===== config.mk =====
export PLATFORM = sky130hd
export DESIGN_NAME = gamepad_input_qualifier
export DESIGN_NICKNAME = d
export VERILOG_FILES = /design/src/hw/rtl/gpq_pkg.sv /design/src/hw/rtl/gamepad_input_qualifier.sv /design/src/hw/rtl/gpq_stick_mult.sv /design/src/hw/rtl/gpq_stick_dir.sv /design/src/hw/rtl/gpq_track.sv
export VERILOG_INCLUDE_DIRS = /design/src /design/src/hw/rtl
export SDC_FILE = /design/constraint.sdc
export NUM_CORES = 2
export LEC_CHECK = 0
export ABC_AREA = 1
export ABC_CLOCK_PERIOD_IN_PS = 14200
export BUFFER_PORTS_ARGS = -buffer_cell sky130_fd_sc_hd__buf_2
export CAP_MARGIN = 25
export CORE_MARGIN = 4
export CORE_UTILIZATION = 39
export CTS_BUF_LIST = sky130_fd_sc_hd__clkbuf_4
export DETAILED_ROUTE_END_ITERATION = 16
export GPL_TIMING_DRIVEN = 0
export HOLD_SLACK_MARGIN = 0.03
export PLACE_DENSITY = 0.66
export SETUP_SLACK_MARGIN = 0.2
export SLEW_MARGIN = 20
export SYNTH_ARGS = -nofsm -noshare
export SYNTH_HDL_FRONTEND = slang
export SYNTH_SLANG_ARGS = --single-unit

===== constraint.sdc =====
create_clock -name clk -period 14.2 [get_ports clk]
set_input_delay 0.71 -clock clk [delete_from_list [all_inputs] [get_ports clk]]
set_output_delay 0.71 -clock clk [all_outputs]
set_load 0.005 [all_outputs]

===== src/hw/rtl/gamepad_input_qualifier_defines.svh =====
// Assertion macros used by the gamepad input qualifier RTL.
`ifndef GAMEPAD_INPUT_QUALIFIER_DEFINES_SVH
`define GAMEPAD_INPUT_QUALIFIER_DEFINES_SVH

// The consequent must hold in the same cycle as the antecedent.
`define GPQ_ASSERT_NOW(label, clk, rst_n, ante, cons, msg) \
	label: assert property (@(posedge clk) disable iff (!rst_n) (ante) |-> (cons)) else $error(msg);

// The consequent must hold in the cycle after the antecedent.
`define GPQ_ASSERT_NEXT(label, clk, rst_n, ante, cons, msg) \
	label: assert property (@(posedge clk) disable iff (!rst_n) (ante) |=> (cons)) else $error(msg);

`endif


===== src/hw/rtl/gpq_pkg.sv =====
// Types, constants and helper functions shared by the gamepad input qualifier.
package gpq_pkg;

	// Fixed field widths.
	localparam int ButtonW   = 16;
	localparam int TriggerW  = 8;
	localparam int AxisW     = 16;
	localparam int DirW      = 4;
	localparam int HoldOutW  = 7;
	localparam int DeadzoneW = 32;
	localparam int SelW      = 4;
	localparam int CfgIndexW = 2;
	localparam int CfgDataW  = 32;

	// Product widths for the stick classification.
	localparam int SqW     = 31;
	localparam int MagW    = 32;
	localparam int LhsW    = 32;
	localparam int LoProdW = 30;
	localparam int HiProdW = 33;

	// Default parameter values.
	localparam int HistoryDepthDefault = 64;
	localparam int ButtonCountDefault  = 16;

	// tan(22.5 deg) and tan(67.5 deg) in Q16, rounded to nearest.
	localparam logic [17:0] TAN_LO_Q16 = 18'd27146;
	localparam logic [17:0] TAN_HI_Q16 = 18'd158218;

	// Direction codes.
	localparam logic [DirW-1:0] DIR_NONE       = 4'd0;
	localparam logic [DirW-1:0] DIR_LEFT       = 4'd1;
	localparam logic [DirW-1:0] DIR_DOWN_LEFT  = 4'd2;
	localparam logic [DirW-1:0] DIR_DOWN       = 4'd3;
	localparam logic [DirW-1:0] DIR_DOWN_RIGHT = 4'd4;
	localparam logic [DirW-1:0] DIR_RIGHT      = 4'd5;
	localparam logic [DirW-1:0] DIR_UP_RIGHT   = 4'd6;
	localparam logic [DirW-1:0] DIR_UP         = 4'd7;
	localparam logic [DirW-1:0] DIR_UP_LEFT    = 4'd8;

	// Configuration register indexes.
	localparam logic [CfgIndexW-1:0] CFG_TRIGGER_THRESHOLD  = 2'd0;
	localparam logic [CfgIndexW-1:0] CFG_STICK_DEADZONE_SQ  = 2'd1;
	localparam logic [CfgIndexW-1:0] CFG_INCLUDE_STICK      = 2'd2;
	localparam logic [CfgIndexW-1:0] CFG_HOLD_BUTTON_SELECT = 2'd3;

	typedef struct packed {
		logic [ButtonW-1:0]        button_bits;
		logic [TriggerW-1:0]       left_trigger;
		logic [TriggerW-1:0]       right_trigger;
		logic signed [AxisW-1:0]   left_x;
		logic signed [AxisW-1:0]   left_y;
		logic signed [AxisW-1:0]   right_x;
		logic signed [AxisW-1:0]   right_y;
	} gpq_in_t;

	typedef struct packed {
		logic [ButtonW-1:0]  held_mask;
		logic [ButtonW-1:0]  pressed_mask;
		logic [ButtonW-1:0]  released_mask;
		logic                any_active;
		logic                any_new;
		logic [DirW-1:0]     left_dir;
		logic [DirW-1:0]     right_dir;
		logic [DirW-1:0]     left_dir_new;
		logic [DirW-1:0]     right_dir_new;
		logic [HoldOutW-1:0] hold_frames;
	} gpq_out_t;

	typedef struct packed {
		logic [TriggerW-1:0]  trigger_threshold;
		logic [DeadzoneW-1:0] stick_deadzone_sq;
		logic                 include_stick;
		logic [SelW-1:0]      hold_button_select;
	} gpq_cfg_t;

	// Squares and octant products of one stick.
	typedef struct packed {
		logic [SqW-1:0]     ax_sq;
		logic [SqW-1:0]     ay_sq;
		logic [LhsW-1:0]    lhs;
		logic [LoProdW-1:0] lo_prod;
		logic [HiProdW-1:0] hi_prod;
		logic               x_pos;
		logic               y_pos;
	} gpq_prod_t;

	// Second pipeline stage: raw buttons and triggers plus stick products.
	typedef struct packed {
		logic [ButtonW-1:0]  button_bits;
		logic [TriggerW-1:0] left_trigger;
		logic [TriggerW-1:0] right_trigger;
		gpq_prod_t           left;
		gpq_prod_t           right;
	} gpq_prod_stage_t;

	// Third pipeline stage: raw buttons and triggers plus directions.
	typedef struct packed {
		logic [ButtonW-1:0]  button_bits;
		logic [TriggerW-1:0] left_trigger;
		logic [TriggerW-1:0] right_trigger;
		logic [DirW-1:0]     left_dir;
		logic [DirW-1:0]     right_dir;
	} gpq_dir_stage_t;

	// Mask of the buttons that exist.
	function automatic logic [ButtonW-1:0] gpq_button_mask(input int count);
		logic [ButtonW-1:0] mask;
		mask = '0;
		for (int i = 0; i < ButtonW; i++) begin
			mask[i] = (i < count);
		end
		return mask;
	endfunction

endpackage


===== src/hw/rtl/gamepad_input_qualifier.sv =====
// Gamepad input qualifier: four register stages (input, stick products,
// stick directions, result) each hold one item and refill as soon as they drain;
// throughput is one item per cycle while result_stall does not hold the result.
// The input stall follows the result stall through the stage occupancy in the same cycle.
// Reset clears all stage valid flags, configuration registers and frame history
// (previous buttons, any-input, directions, hold counters, frame count).
module gamepad_input_qualifier
	import gpq_pkg::*;
#(
	parameter int HISTORY_DEPTH = HistoryDepthDefault,
	parameter int BUTTON_COUNT  = ButtonCountDefault
) (
	input  logic                 clk,
	input  logic                 arst_n,
	input  logic                 item_valid,
	output logic                 item_stall,
	input  gpq_in_t              item,
	output logic                 result_valid,
	input  logic                 result_stall,
	output gpq_out_t             result,
	input  logic                 cfg_valid,
	output logic                 cfg_ready,
	input  logic [CfgIndexW-1:0] cfg_index,
	input  logic [CfgDataW-1:0]  cfg_data
);

	gpq_cfg_t        cfg_q;
	logic            v_s1;
	logic            v_s2;
	logic            v_s3;
	gpq_in_t         data_s1;
	gpq_prod_stage_t data_s2;
	gpq_dir_stage_t  data_s3;
	gpq_prod_t       left_prod;
	gpq_prod_t       right_prod;
	logic [DirW-1:0] left_dir;
	logic [DirW-1:0] right_dir;
	logic            track_ready;
	logic            rdy_s1;
	logic            rdy_s2;
	logic            rdy_s3;

	// Configuration writes are always taken.
	assign cfg_ready = 1'b1;

	always_ff @(posedge clk or negedge arst_n) begin
		if (!arst_n) begin
			cfg_q <= '0;
		end else if (cfg_valid) begin
			unique case (cfg_index)
				CFG_TRIGGER_THRESHOLD:  cfg_q.trigger_threshold  <= cfg_data[TriggerW-1:0];
				CFG_STICK_DEADZONE_SQ:  cfg_q.stick_deadzone_sq  <= cfg_data[DeadzoneW-1:0];
				CFG_INCLUDE_STICK:      cfg_q.include_stick      <= cfg_data[0];
				CFG_HOLD_BUTTON_SELECT: cfg_q.hold_button_select <= cfg_data[SelW-1:0];
				default: ;
			endcase
		end
	end

	// A stage loads when it is empty or its contents move on.
	assign rdy_s3     = !v_s3 || track_ready;
	assign rdy_s2     = !v_s2 || rdy_s3;
	assign rdy_s1     = !v_s1 || rdy_s2;
	assign item_stall = !rdy_s1;

	always_ff @(posedge clk or negedge arst_n) begin
		if (!arst_n) begin
			v_s1 <= 1'b0;
			v_s2 <= 1'b0;
			v_s3 <= 1'b0;
		end else begin
			if (rdy_s1) begin
				v_s1 <= item_valid;
			end
			if (rdy_s2) begin
				v_s2 <= v_s1;
			end
			if (rdy_s3) begin
				v_s3 <= v_s2;
			end
		end
	end

	// Stick products from the registered input.
	gpq_stick_mult u_left_mult (
		.x    (data_s1.left_x),
		.y    (data_s1.left_y),
		.prod (left_prod)
	);

	gpq_stick_mult u_right_mult (
		.x    (data_s1.right_x),
		.y    (data_s1.right_y),
		.prod (right_prod)
	);

	// Directions from the registered products.
	gpq_stick_dir u_left_dir (
		.prod        (data_s2.left),
		.deadzone_sq (cfg_q.stick_deadzone_sq),
		.dir         (left_dir)
	);

	gpq_stick_dir u_right_dir (
		.prod        (data_s2.right),
		.deadzone_sq (cfg_q.stick_deadzone_sq),
		.dir         (right_dir)
	);

	// Pipeline payload registers.
	always_ff @(posedge clk) begin
		if (rdy_s1 && item_valid) begin
			data_s1 <= item;
		end
		if (rdy_s2 && v_s1) begin
			data_s2.button_bits   <= data_s1.button_bits;
			data_s2.left_trigger  <= data_s1.left_trigger;
			data_s2.right_trigger <= data_s1.right_trigger;
			data_s2.left          <= left_prod;
			data_s2.right         <= right_prod;
		end
		if (rdy_s3 && v_s2) begin
			data_s3.button_bits   <= data_s2.button_bits;
			data_s3.left_trigger  <= data_s2.left_trigger;
			data_s3.right_trigger <= data_s2.right_trigger;
			data_s3.left_dir      <= left_dir;
			data_s3.right_dir     <= right_dir;
		end
	end

	// Frame history and result register.
	gpq_track #(
		.HISTORY_DEPTH (HISTORY_DEPTH),
		.BUTTON_COUNT  (BUTTON_COUNT)
	) u_track (
		.clk          (clk),
		.arst_n       (arst_n),
		.take_valid   (v_s3),
		.take_ready   (track_ready),
		.stage        (data_s3),
		.cfg          (cfg_q),
		.result_valid (result_valid),
		.result_stall (result_stall),
		.result       (result)
	);

endmodule


===== src/hw/rtl/gpq_stick_mult.sv =====
// Absolute values, squares and octant boundary products of one stick.
module gpq_stick_mult
	import gpq_pkg::*;
(
	input  logic signed [AxisW-1:0] x,
	input  logic signed [AxisW-1:0] y,
	output gpq_prod_t               prod
);

	logic [AxisW-1:0] ax;
	logic [AxisW-1:0] ay;
	logic [31:0]      ax_sq_full;
	logic [31:0]      ay_sq_full;
	logic [33:0]      lo_full;
	logic [33:0]      hi_full;

	// Magnitudes; the most negative value maps to 32768, which fits unsigned.
	assign ax = x[AxisW-1] ? (~x + 16'd1) : x;
	assign ay = y[AxisW-1] ? (~y + 16'd1) : y;

	// Squares for the deadzone test.
	assign ax_sq_full = 32'(ax) * 32'(ax);
	assign ay_sq_full = 32'(ay) * 32'(ay);

	// Octant boundaries scaled to Q16.
	assign lo_full = 34'(ax) * 34'(TAN_LO_Q16);
	assign hi_full = 34'(ax) * 34'(TAN_HI_Q16);

	always_comb begin
		prod.ax_sq   = ax_sq_full[SqW-1:0];
		prod.ay_sq   = ay_sq_full[SqW-1:0];
		prod.lhs     = {ay, 16'd0};
		prod.lo_prod = lo_full[LoProdW-1:0];
		prod.hi_prod = hi_full[HiProdW-1:0];
		prod.x_pos   = !x[AxisW-1] && (x != '0);
		prod.y_pos   = !y[AxisW-1] && (y != '0);
	end

endmodule


===== src/hw/rtl/gpq_stick_dir.sv =====
// Eight-way direction of one stick from its registered products.
module gpq_stick_dir
	import gpq_pkg::*;
(
	input  gpq_prod_t            prod,
	input  logic [DeadzoneW-1:0] deadzone_sq,
	output logic [DirW-1:0]      dir
);

	logic [MagW-1:0] mag;
	logic            horizontal;
	logic            vertical;

	// Squared magnitude and octant comparisons.
	assign mag        = MagW'(prod.ax_sq) + MagW'(prod.ay_sq);
	assign horizontal = prod.lhs < LhsW'(prod.lo_prod);
	assign vertical   = HiProdW'(prod.lhs) >= prod.hi_prod;

	// Pick the direction; the deadzone wins, then horizontal, then vertical.
	always_comb begin
		priority if (mag <= deadzone_sq) begin
			dir = DIR_NONE;
		end else if (horizontal) begin
			dir = prod.x_pos ? DIR_RIGHT : DIR_LEFT;
		end else if (vertical) begin
			dir = prod.y_pos ? DIR_UP : DIR_DOWN;
		end else if (prod.y_pos) begin
			dir = prod.x_pos ? DIR_UP_RIGHT : DIR_UP_LEFT;
		end else begin
			dir = prod.x_pos ? DIR_DOWN_RIGHT : DIR_DOWN_LEFT;
		end
	end

endmodule


===== src/hw/rtl/gpq_track.sv =====
// Frame history state, edge and hold reporting, and the result register.
`include "gamepad_input_qualifier_defines.svh"

module gpq_track
	import gpq_pkg::*;
#(
	parameter int HISTORY_DEPTH = HistoryDepthDefault,
	parameter int BUTTON_COUNT  = ButtonCountDefault
) (
	input  logic           clk,
	input  logic           arst_n,
	input  logic           take_valid,
	output logic           take_ready,
	input  gpq_dir_stage_t stage,
	input  gpq_cfg_t       cfg,
	output logic           result_valid,
	input  logic           result_stall,
	output gpq_out_t       result
);

	localparam int HoldW = $clog2(HISTORY_DEPTH + 1);
	localparam int ExtW  = (HoldW > HoldOutW) ? HoldW : HoldOutW;
	localparam logic [ButtonW-1:0] BtnMask = gpq_button_mask(BUTTON_COUNT);

	logic [ButtonW-1:0] last_buttons_q;
	logic               last_any_q;
	logic [DirW-1:0]    last_left_dir_q;
	logic [DirW-1:0]    last_right_dir_q;
	logic [1:0]         frames_q;
	logic [HoldW-1:0]   hold_q [ButtonW];
	logic [HoldW-1:0]   hold_next [ButtonW];

	logic               take;
	logic [ButtonW-1:0] btn;
	logic               first;
	logic [1:0]         frames_next;
	logic               any;
	logic [ExtW-1:0]    hold_ext;
	gpq_out_t           result_d;
	gpq_out_t           result_q;
	logic               result_valid_q;

	// A transfer into the result register happens when it is empty or being drained.
	assign take_ready = !result_valid_q || !result_stall;
	assign take       = take_valid && take_ready;

	assign btn         = stage.button_bits & BtnMask;
	assign first       = (frames_q == 2'd0);
	assign frames_next = (frames_q == 2'd3) ? frames_q : frames_q + 2'd1;

	// Any-input flag from buttons, triggers and optionally the sticks.
	always_comb begin
		any = (btn != '0)
			|| (stage.left_trigger > cfg.trigger_threshold)
			|| (stage.right_trigger > cfg.trigger_threshold)
			|| (cfg.include_stick
				&& ((stage.left_dir != DIR_NONE) || (stage.right_dir != DIR_NONE)));
	end

	// Per-button hold counters, saturating at the history depth.
	always_comb begin
		for (int i = 0; i < ButtonW; i++) begin
			if (!btn[i]) begin
				hold_next[i] = '0;
			end else if (hold_q[i] < HoldW'(HISTORY_DEPTH)) begin
				hold_next[i] = hold_q[i] + HoldW'(1);
			end else begin
				hold_next[i] = hold_q[i];
			end
		end
	end

	assign hold_ext = ExtW'(hold_next[cfg.hold_button_select]);

	// Result fields for the frame in the last stage.
	always_comb begin
		result_d.held_mask     = btn;
		result_d.pressed_mask  = first ? '0 : (btn & ~last_buttons_q);
		result_d.released_mask = first ? '0 : (~btn & last_buttons_q);
		result_d.any_active    = any;
		result_d.any_new       = any && !last_any_q && (frames_next == 2'd3);
		result_d.left_dir      = stage.left_dir;
		result_d.right_dir     = stage.right_dir;
		result_d.left_dir_new  = (!first && (stage.left_dir != last_left_dir_q))
			? stage.left_dir : DIR_NONE;
		result_d.right_dir_new = (!first && (stage.right_dir != last_right_dir_q))
			? stage.right_dir : DIR_NONE;
		result_d.hold_frames   = hold_ext[HoldOutW-1:0];
	end

	// Frame history, updated once per transfer.
	always_ff @(posedge clk or negedge arst_n) begin
		if (!arst_n) begin
			last_buttons_q   <= '0;
			last_any_q       <= 1'b0;
			last_left_dir_q  <= DIR_NONE;
			last_right_dir_q <= DIR_NONE;
			frames_q         <= 2'd0;
			for (int i = 0; i < ButtonW; i++) begin
				hold_q[i] <= '0;
			end
		end else if (take) begin
			last_buttons_q   <= btn;
			last_any_q       <= any;
			last_left_dir_q  <= stage.left_dir;
			last_right_dir_q <= stage.right_dir;
			frames_q         <= frames_next;
			for (int i = 0; i < ButtonW; i++) begin
				hold_q[i] <= hold_next[i];
			end
		end
	end

	// Result register valid flag.
	always_ff @(posedge clk or negedge arst_n) begin
		if (!arst_n) begin
			result_valid_q <= 1'b0;
		end else if (take_ready) begin
			result_valid_q <= take_valid;
		end
	end

	// Result register payload.
	always_ff @(posedge clk) begin
		if (take) begin
			result_q <= result_d;
		end
	end

	assign result_valid = result_valid_q;
	assign result       = result_q;

	// Consistency of the reported frame.
	`GPQ_ASSERT_NOW(a_press_release_disjoint, clk, arst_n, result_valid_q, (result_q.pressed_mask & result_q.released_mask) == '0, "pressed and released overlap")
	`GPQ_ASSERT_NOW(a_new_needs_active, clk, arst_n, result_valid_q && result_q.any_new, result_q.any_active, "any_new without any_active")
	`GPQ_ASSERT_NOW(a_left_new_matches, clk, arst_n, result_valid_q && (result_q.left_dir_new != DIR_NONE), result_q.left_dir_new == result_q.left_dir, "left_dir_new differs from left_dir")
	`GPQ_ASSERT_NOW(a_hold_needs_held, clk, arst_n, result_valid_q && (result_q.hold_frames != '0), result_q.held_mask[cfg.hold_button_select], "hold count on a released button")
	`GPQ_ASSERT_NEXT(a_frame_counted, clk, arst_n, take, frames_q != 2'd0, "frame count did not advance")

endmodule

# Yosys cells after proc, flatten, opt, wreduce, memory -nomap -nowiden
# Index checks and enable logic that the tools add are counted.
[totals]
romBits = 0
latch_bits = 0
n_memories = 0
ff_bits = 711
word_cells = 240
out_inout_bits = 76
ram_bits = 0
[op_classes]
n_shift = 0
muxes = 54
n_div = 0
magnitude_cmp = 25
n_eq_ne = 7
multipliers = 8
bitwise = 9
n_reduce_logical = 46
add_sub_neg = 23
[op_table]
columns = ["op", "n"]
rows = [
  ["7-bit two-way mux", 34],
  ["16-bit by 16-bit multiplier with 31-bit output", 4],
  ["7-bit by 1-bit adder with 7-bit output, second input constant", 16],
  ["7-bit less-than comparator, second input constant", 16],
  ["16-bit NOT", 6],
  ["16-bit nonzero test", 5],
  ["32-bit by 33-bit >= comparator with 1-bit output", 2],
  ["16-bit by 1-bit adder with 16-bit output, second input constant", 4],
  ["31-bit by 31-bit adder with 32-bit output", 2],
  ["32-bit less-or-equal comparator", 2],
  ["32-bit by 30-bit less-than comparator with 1-bit output", 2],
  ["16-bit by 17-bit multiplier with 32-bit output, second input constant", 2],
  ["16-bit two-way mux", 4],
  ["16-bit by 14-bit multiplier with 29-bit output, second input constant", 2],
  ["16-bit bitwise AND", 2],
  ["4-bit two-way mux", 8],
  ["7-bit binary-select mux with 4-bit select", 1],
  ["3-bit two-way mux", 6],
  ["8-bit greater-than comparator", 2],
  ["1-bit logical AND", 13],
  ["1-bit zero test", 12],
  ["2-bit == test, second input constant", 4],
  ["1-bit logical OR", 8],
  ["4-bit inequality test", 2],
  ["other kinds (8)", 13],
]

# Depth between registers and ports, before layout
[depth]
word_depth = 6
ltp_mapped = 37
ltp_nobuf = 35

# Modules after synthesis
# From an unflattened synthesis, not the netlist that was laid out.
[hier_totals]
cells_unflattened = 9814
hier_area_um2 = 84676.2
[by_module_without_submodules]
columns = ["module", "n_inst", "seq_area_each_um2", "area_per_inst_um2", "cells_each"]
rows = [
  ["gpq_stick_mult at u_left_mult", 1, 0.0, 23804.1, 3090],
  ["gpq_stick_mult at u_right_mult", 1, 0.0, 23460.0, 3057],
  ["gamepad_input_qualifier", 1, 15795.1, 16618.4, 708],
  ["gpq_track", 1, 5695.5, 11707.5, 1445],
  ["gpq_stick_dir", 2, 0.0, 4543.1, 757],
]

# Least setup slack after synthesis
# No wires, ideal clock.
[synth_path]
kind = "in2reg"
startpoint = "input port result_stall"
endpoint = "register data_s2[0] (netlist name) (enable)"
n_path_buf = 0
t_arrival_ns = 13.328
path_stages = 5
t_required_ns = 13.234
setup_slack_ns = -0.095
cell_sequence = "nand2_1 > nor2_1 > inv_1 > nor2_1 > nor2_1"
[synth_between]
elab_chain_len = 5
[synth_lines]
columns = ["element", "line_no", "source"]
rows = [
  ["from (decl)", "gamepad_input_qualifier.sv:19", "input logic result_stall,"],
  ["1-bit zero test", "gpq_track.sv:44", "assign take_ready = !result_valid_q || !result_stall;"],
  ["1-bit logical OR", "gpq_track.sv:44", ""],
  ["1-bit logical OR", "gamepad_input_qualifier.sv:61", "assign rdy_s3 = !v_s3 || track_ready;"],
  ["1-bit logical OR", "gamepad_input_qualifier.sv:62", "assign rdy_s2 = !v_s2 || rdy_s3;"],
  ["1-bit logical AND", "gamepad_input_qualifier.sv:115", "if (rdy_s2 && v_s1) begin"],
  ["to (decl)", "gamepad_input_qualifier.sv:32", "gpq_prod_stage_t data_s2;"],
]
# No other way between the ends.
# A chain may end at the register's enable or synchronous reset.

==> metrics.md <==
| Metric | Value |
|---|---|
| Hold Startpoint | item[94] |
| Final setup viols | 0 |
| Postcts setup bufs | 0 |
| CP endpoint kind | register |
| Initial DRC Count | 4332 |
| Cell row count | 164 |
| FF-to-FF Start | data_s1[16]$_DFFE_PP_ |
| Initial antenna violation count | 13 |
| Warnings, synthesis | 0 |
| Final Critical Period | 8.879 ns |
| Leading area contributor after synthesis | fa_1 |
| Synth Area in Adders | 37.93% |
| Final-layout fill cell count | 19.79k |
| GRT Total Usage | 22.41% |
| Simple-Gate Fraction of Synth Area | 17.10% |
| Most numerous cell in the Yosys netlist | inv_1 |
| Clk_lat worst skew | 1.25 ns |
| Mapped Area | 0.07873 mm^2 |
| Relative slew margins | 34.00% |
| EDFF count, synth | 505 |
| Dpl cells | 12.01k |
| CTS tree | built |
| Die Ht | 457.3 um |
| Cell variety after synth | 56 |
| Residual DRC | 0 |
| Mux contribution to synthesized area | 0% |
| DR pass1 iterations | 6 |
| Data arrival, critical path | 9.77 ns |
| Port Buf Inserts | 209 |
| Core footprint | 0.2003 mm^2 |
| First-pass GRT wire length | 367500 um |
| Layout cell share with drive strength beyond 1 | 7.105% |
| Drt wl/cell | 18.62 um |
| Final Max Slew Viols | 0 |
| Largest net degree at the start of global routing | 75 |
| CTS Buf Count | 194 |
| Post-cts sizing count | 0 |
| Die Area | 0.2091 mm^2 |
| Final setup skew | 0.1039 ns |
| Gpl congestion | 0.9504 |
| RSZ-0062 raised after global routing | false |
| Largest family of logic cells by synthesized area | adder cells |
| Synth Flop Type | edfxtp_1 |
| Share of the synthesized area in the top cell type | 21.23% |
| Most frequent cells after synthesis | 1803 x inv_1, 1688 x nand2_1, 1051 x ha_1 |
| Clk root buf | clkbuf_4 |
| Mapped Cells | 9074 |
| FF+latch count, synth | 693 |
| Crit path from | data_s1[16]$_DFFE_PP_ |
| Fin nets | 11.73k |
| Final WL | 233400 um |
| Clock slew at reported path FFs | 0.07 ns |
| Worst endpoint required time | 15.09 ns |
| Final Hold Fails | 0 |
| CP Launch Type | register |
| Worst-margin pin slew | 0.9889 ns |
| Horiz. Die Dim | 457.3 um |
| Maximum Capacitance Violations | 0 |
| Outcome | complete, no violations |
| Antenna Nets Post-Route | 0 |
| Sinks on Clock Net | 693 |
| Vias in the first global route | 66.02k |
| Synth Area in Compound Gates | 7.224% |
| Starting density of the core | 39.31% |
| Sequential share of the synthesized area | 25.24% |
| Setup TNS | 0 ns |
| Vias per Instance | 5.079 |
| Remaining global-route overflow | 0 |
| Crit Path Max Fanout | 15 |
| IO Pins | 211 |
| Htree depth | 4 |
| Hold-fix buffers at CTS | 158 |
| WS Path Type | register to register |
| Tcrit/Tclk final | 62.53% |
| Largest cells by area after synthesis | fa_1 21%, edfxtp_1 19%, ha_1 17%, inv_1 8.6%, nand2_1 8.0% |
| FFs w/ async S/R, synth | 27.13% |
| Worst hold path type | input port to register |
| Post-Synth XOR/XNOR Area | 3.094% |
| Area delta synth->final | 12.00% |
| DR vias | 63.64k |
| Final cell count without fillers | 12.53k |
| Peak Freq | 0.1126 GHz |
| Mean post-synth cell area | 8.677 um^2 |
| Clk buf depth | 3 |
| Detailed Place HPWL | 193400 um |
[flip-flops by register name (all words and copies together), names as in the netlist, 2 cells and up]
register	count
data_s1	96
u_track.hold_q	112
cfg_q	45
u_track.last_left_dir_q	4
u_track.last_right_dir_q	4
u_track.frames_q	2
u_track.last_buttons_q	16
data_s3	40
data_s2	296
u_track.result	73
[cell usage in the layout (no fill, tap or decap), types with 44 or more instances in the layout]
cell           netlist  routed
nor2_1             801     799
clkbuf_4             0     264
xor2_1             205     204
nand3_1            404     404
nand4_1            105     105
xnor2_1             57      57
nand2_1           1688    1688
buf_2               18     227
edfxtp_1           505     505
dlygate4sd3_1        0     157
clkinv_1             5      55
clkbuf_1            70      70
o21ai_0            410     410
a21oi_1            476     476
conb_1               2      44
fa_1               835     835
nor3_1              97      97
ha_1              1051    1051
inv_1             1803    1802
dfrtp_1            188     188
[worst paths after layout]
check                           depth (start not counted)                             end  slack [ns]
worst max register to register                         22          data_s2[147]$_DFFE_PP_        5.32
min in group asynchronous                               4  u_track.hold_q[29]$_DFFE_PN0P_        0.57
max in group asynchronous                               5           cfg_q[25]$_DFFE_PN0P_       12.84
worst max-delay path                                   22          data_s2[147]$_DFFE_PP_        5.32
worst min register to register                          0           data_s3[17]$_DFFE_PP_        0.34
worst min-delay path                                    2           data_s1[94]$_DFFE_PP_        0.18
[final cells by class]
type / instances / area (um^2) / share of cell area [%]
clock buffers: 264 / 1982 / 2.248
multi-input cells: 6481 / 51690 / 58.62
well taps: 2656 / 3323 / 3.769
inverters: 1832 / 6880 / 7.803
plain buffers: 110 / 519.2 / 0.5889
clock inverters: 91 / 641.9 / 0.7279
repair buffers: 395 / 3251 / 3.686
diodes: 9 / 22.52 / 0.02554
flip-flops and latches: 693 / 19870 / 22.53
[through the flow]
step	hold slack [ns]	utilization [%]	cell area (um^2)	setup WS (ns)
global route	0.07226	44.03	88180	4.813
global placement	0.4007	41.57	83260	1.100
detailed placement	0.4045	41.90	83910	4.807
finish	0.1768	44.03	88180	5.321
floorplan	0.4003	-	78890	5.077
CTS	0.03245	44.01	88130	4.738
[logic make-up (layout without fill, tap and decap cells)]
kind of cell | count (synthesis) | in the layout
compound gates | 1053 | 1053
xor+xnor | 270 | 270
fa+ha+maj | 1886 | 1886
buf+inv | 1942 | 2692
flops | 693 | 693
other cells | 2 | 53
simple gates | 3228 | 3228
[critical path: stages (launching register included)]
cell and delay [ns]:
edfxtp_1 0.70, inv_1 0.41, clkbuf_1 0.51, ha_1 0.28
inv_1 0.06, nand2_1 0.13, xor2_4 0.68, clkinv_1 0.62
nor2_1 0.59, fa_1 0.49, inv_1 0.09, fa_1 0.41
fa_1 0.52, fa_1 0.57, fa_1 0.42, fa_1 0.48
inv_1 0.04, ha_1 0.34, nand2_1 0.13, nor4_1 0.44
nand2_1 0.09, nand2b_1 0.12, xor2_1 0.43
[layer usage]
layer,up-vias,share of wire [%],global-route usage (%)
li1,30360,-,-
met5,-,0.024,0
met1,30730,43,29.14
met3,450,6.5,3.928
met2,2093,47,37.06
met4,8,4.4,8.981
Power is left out: the tool's default activity adds up to more than one toggle a clock period on the data nets, which glitch-free logic cannot reach.
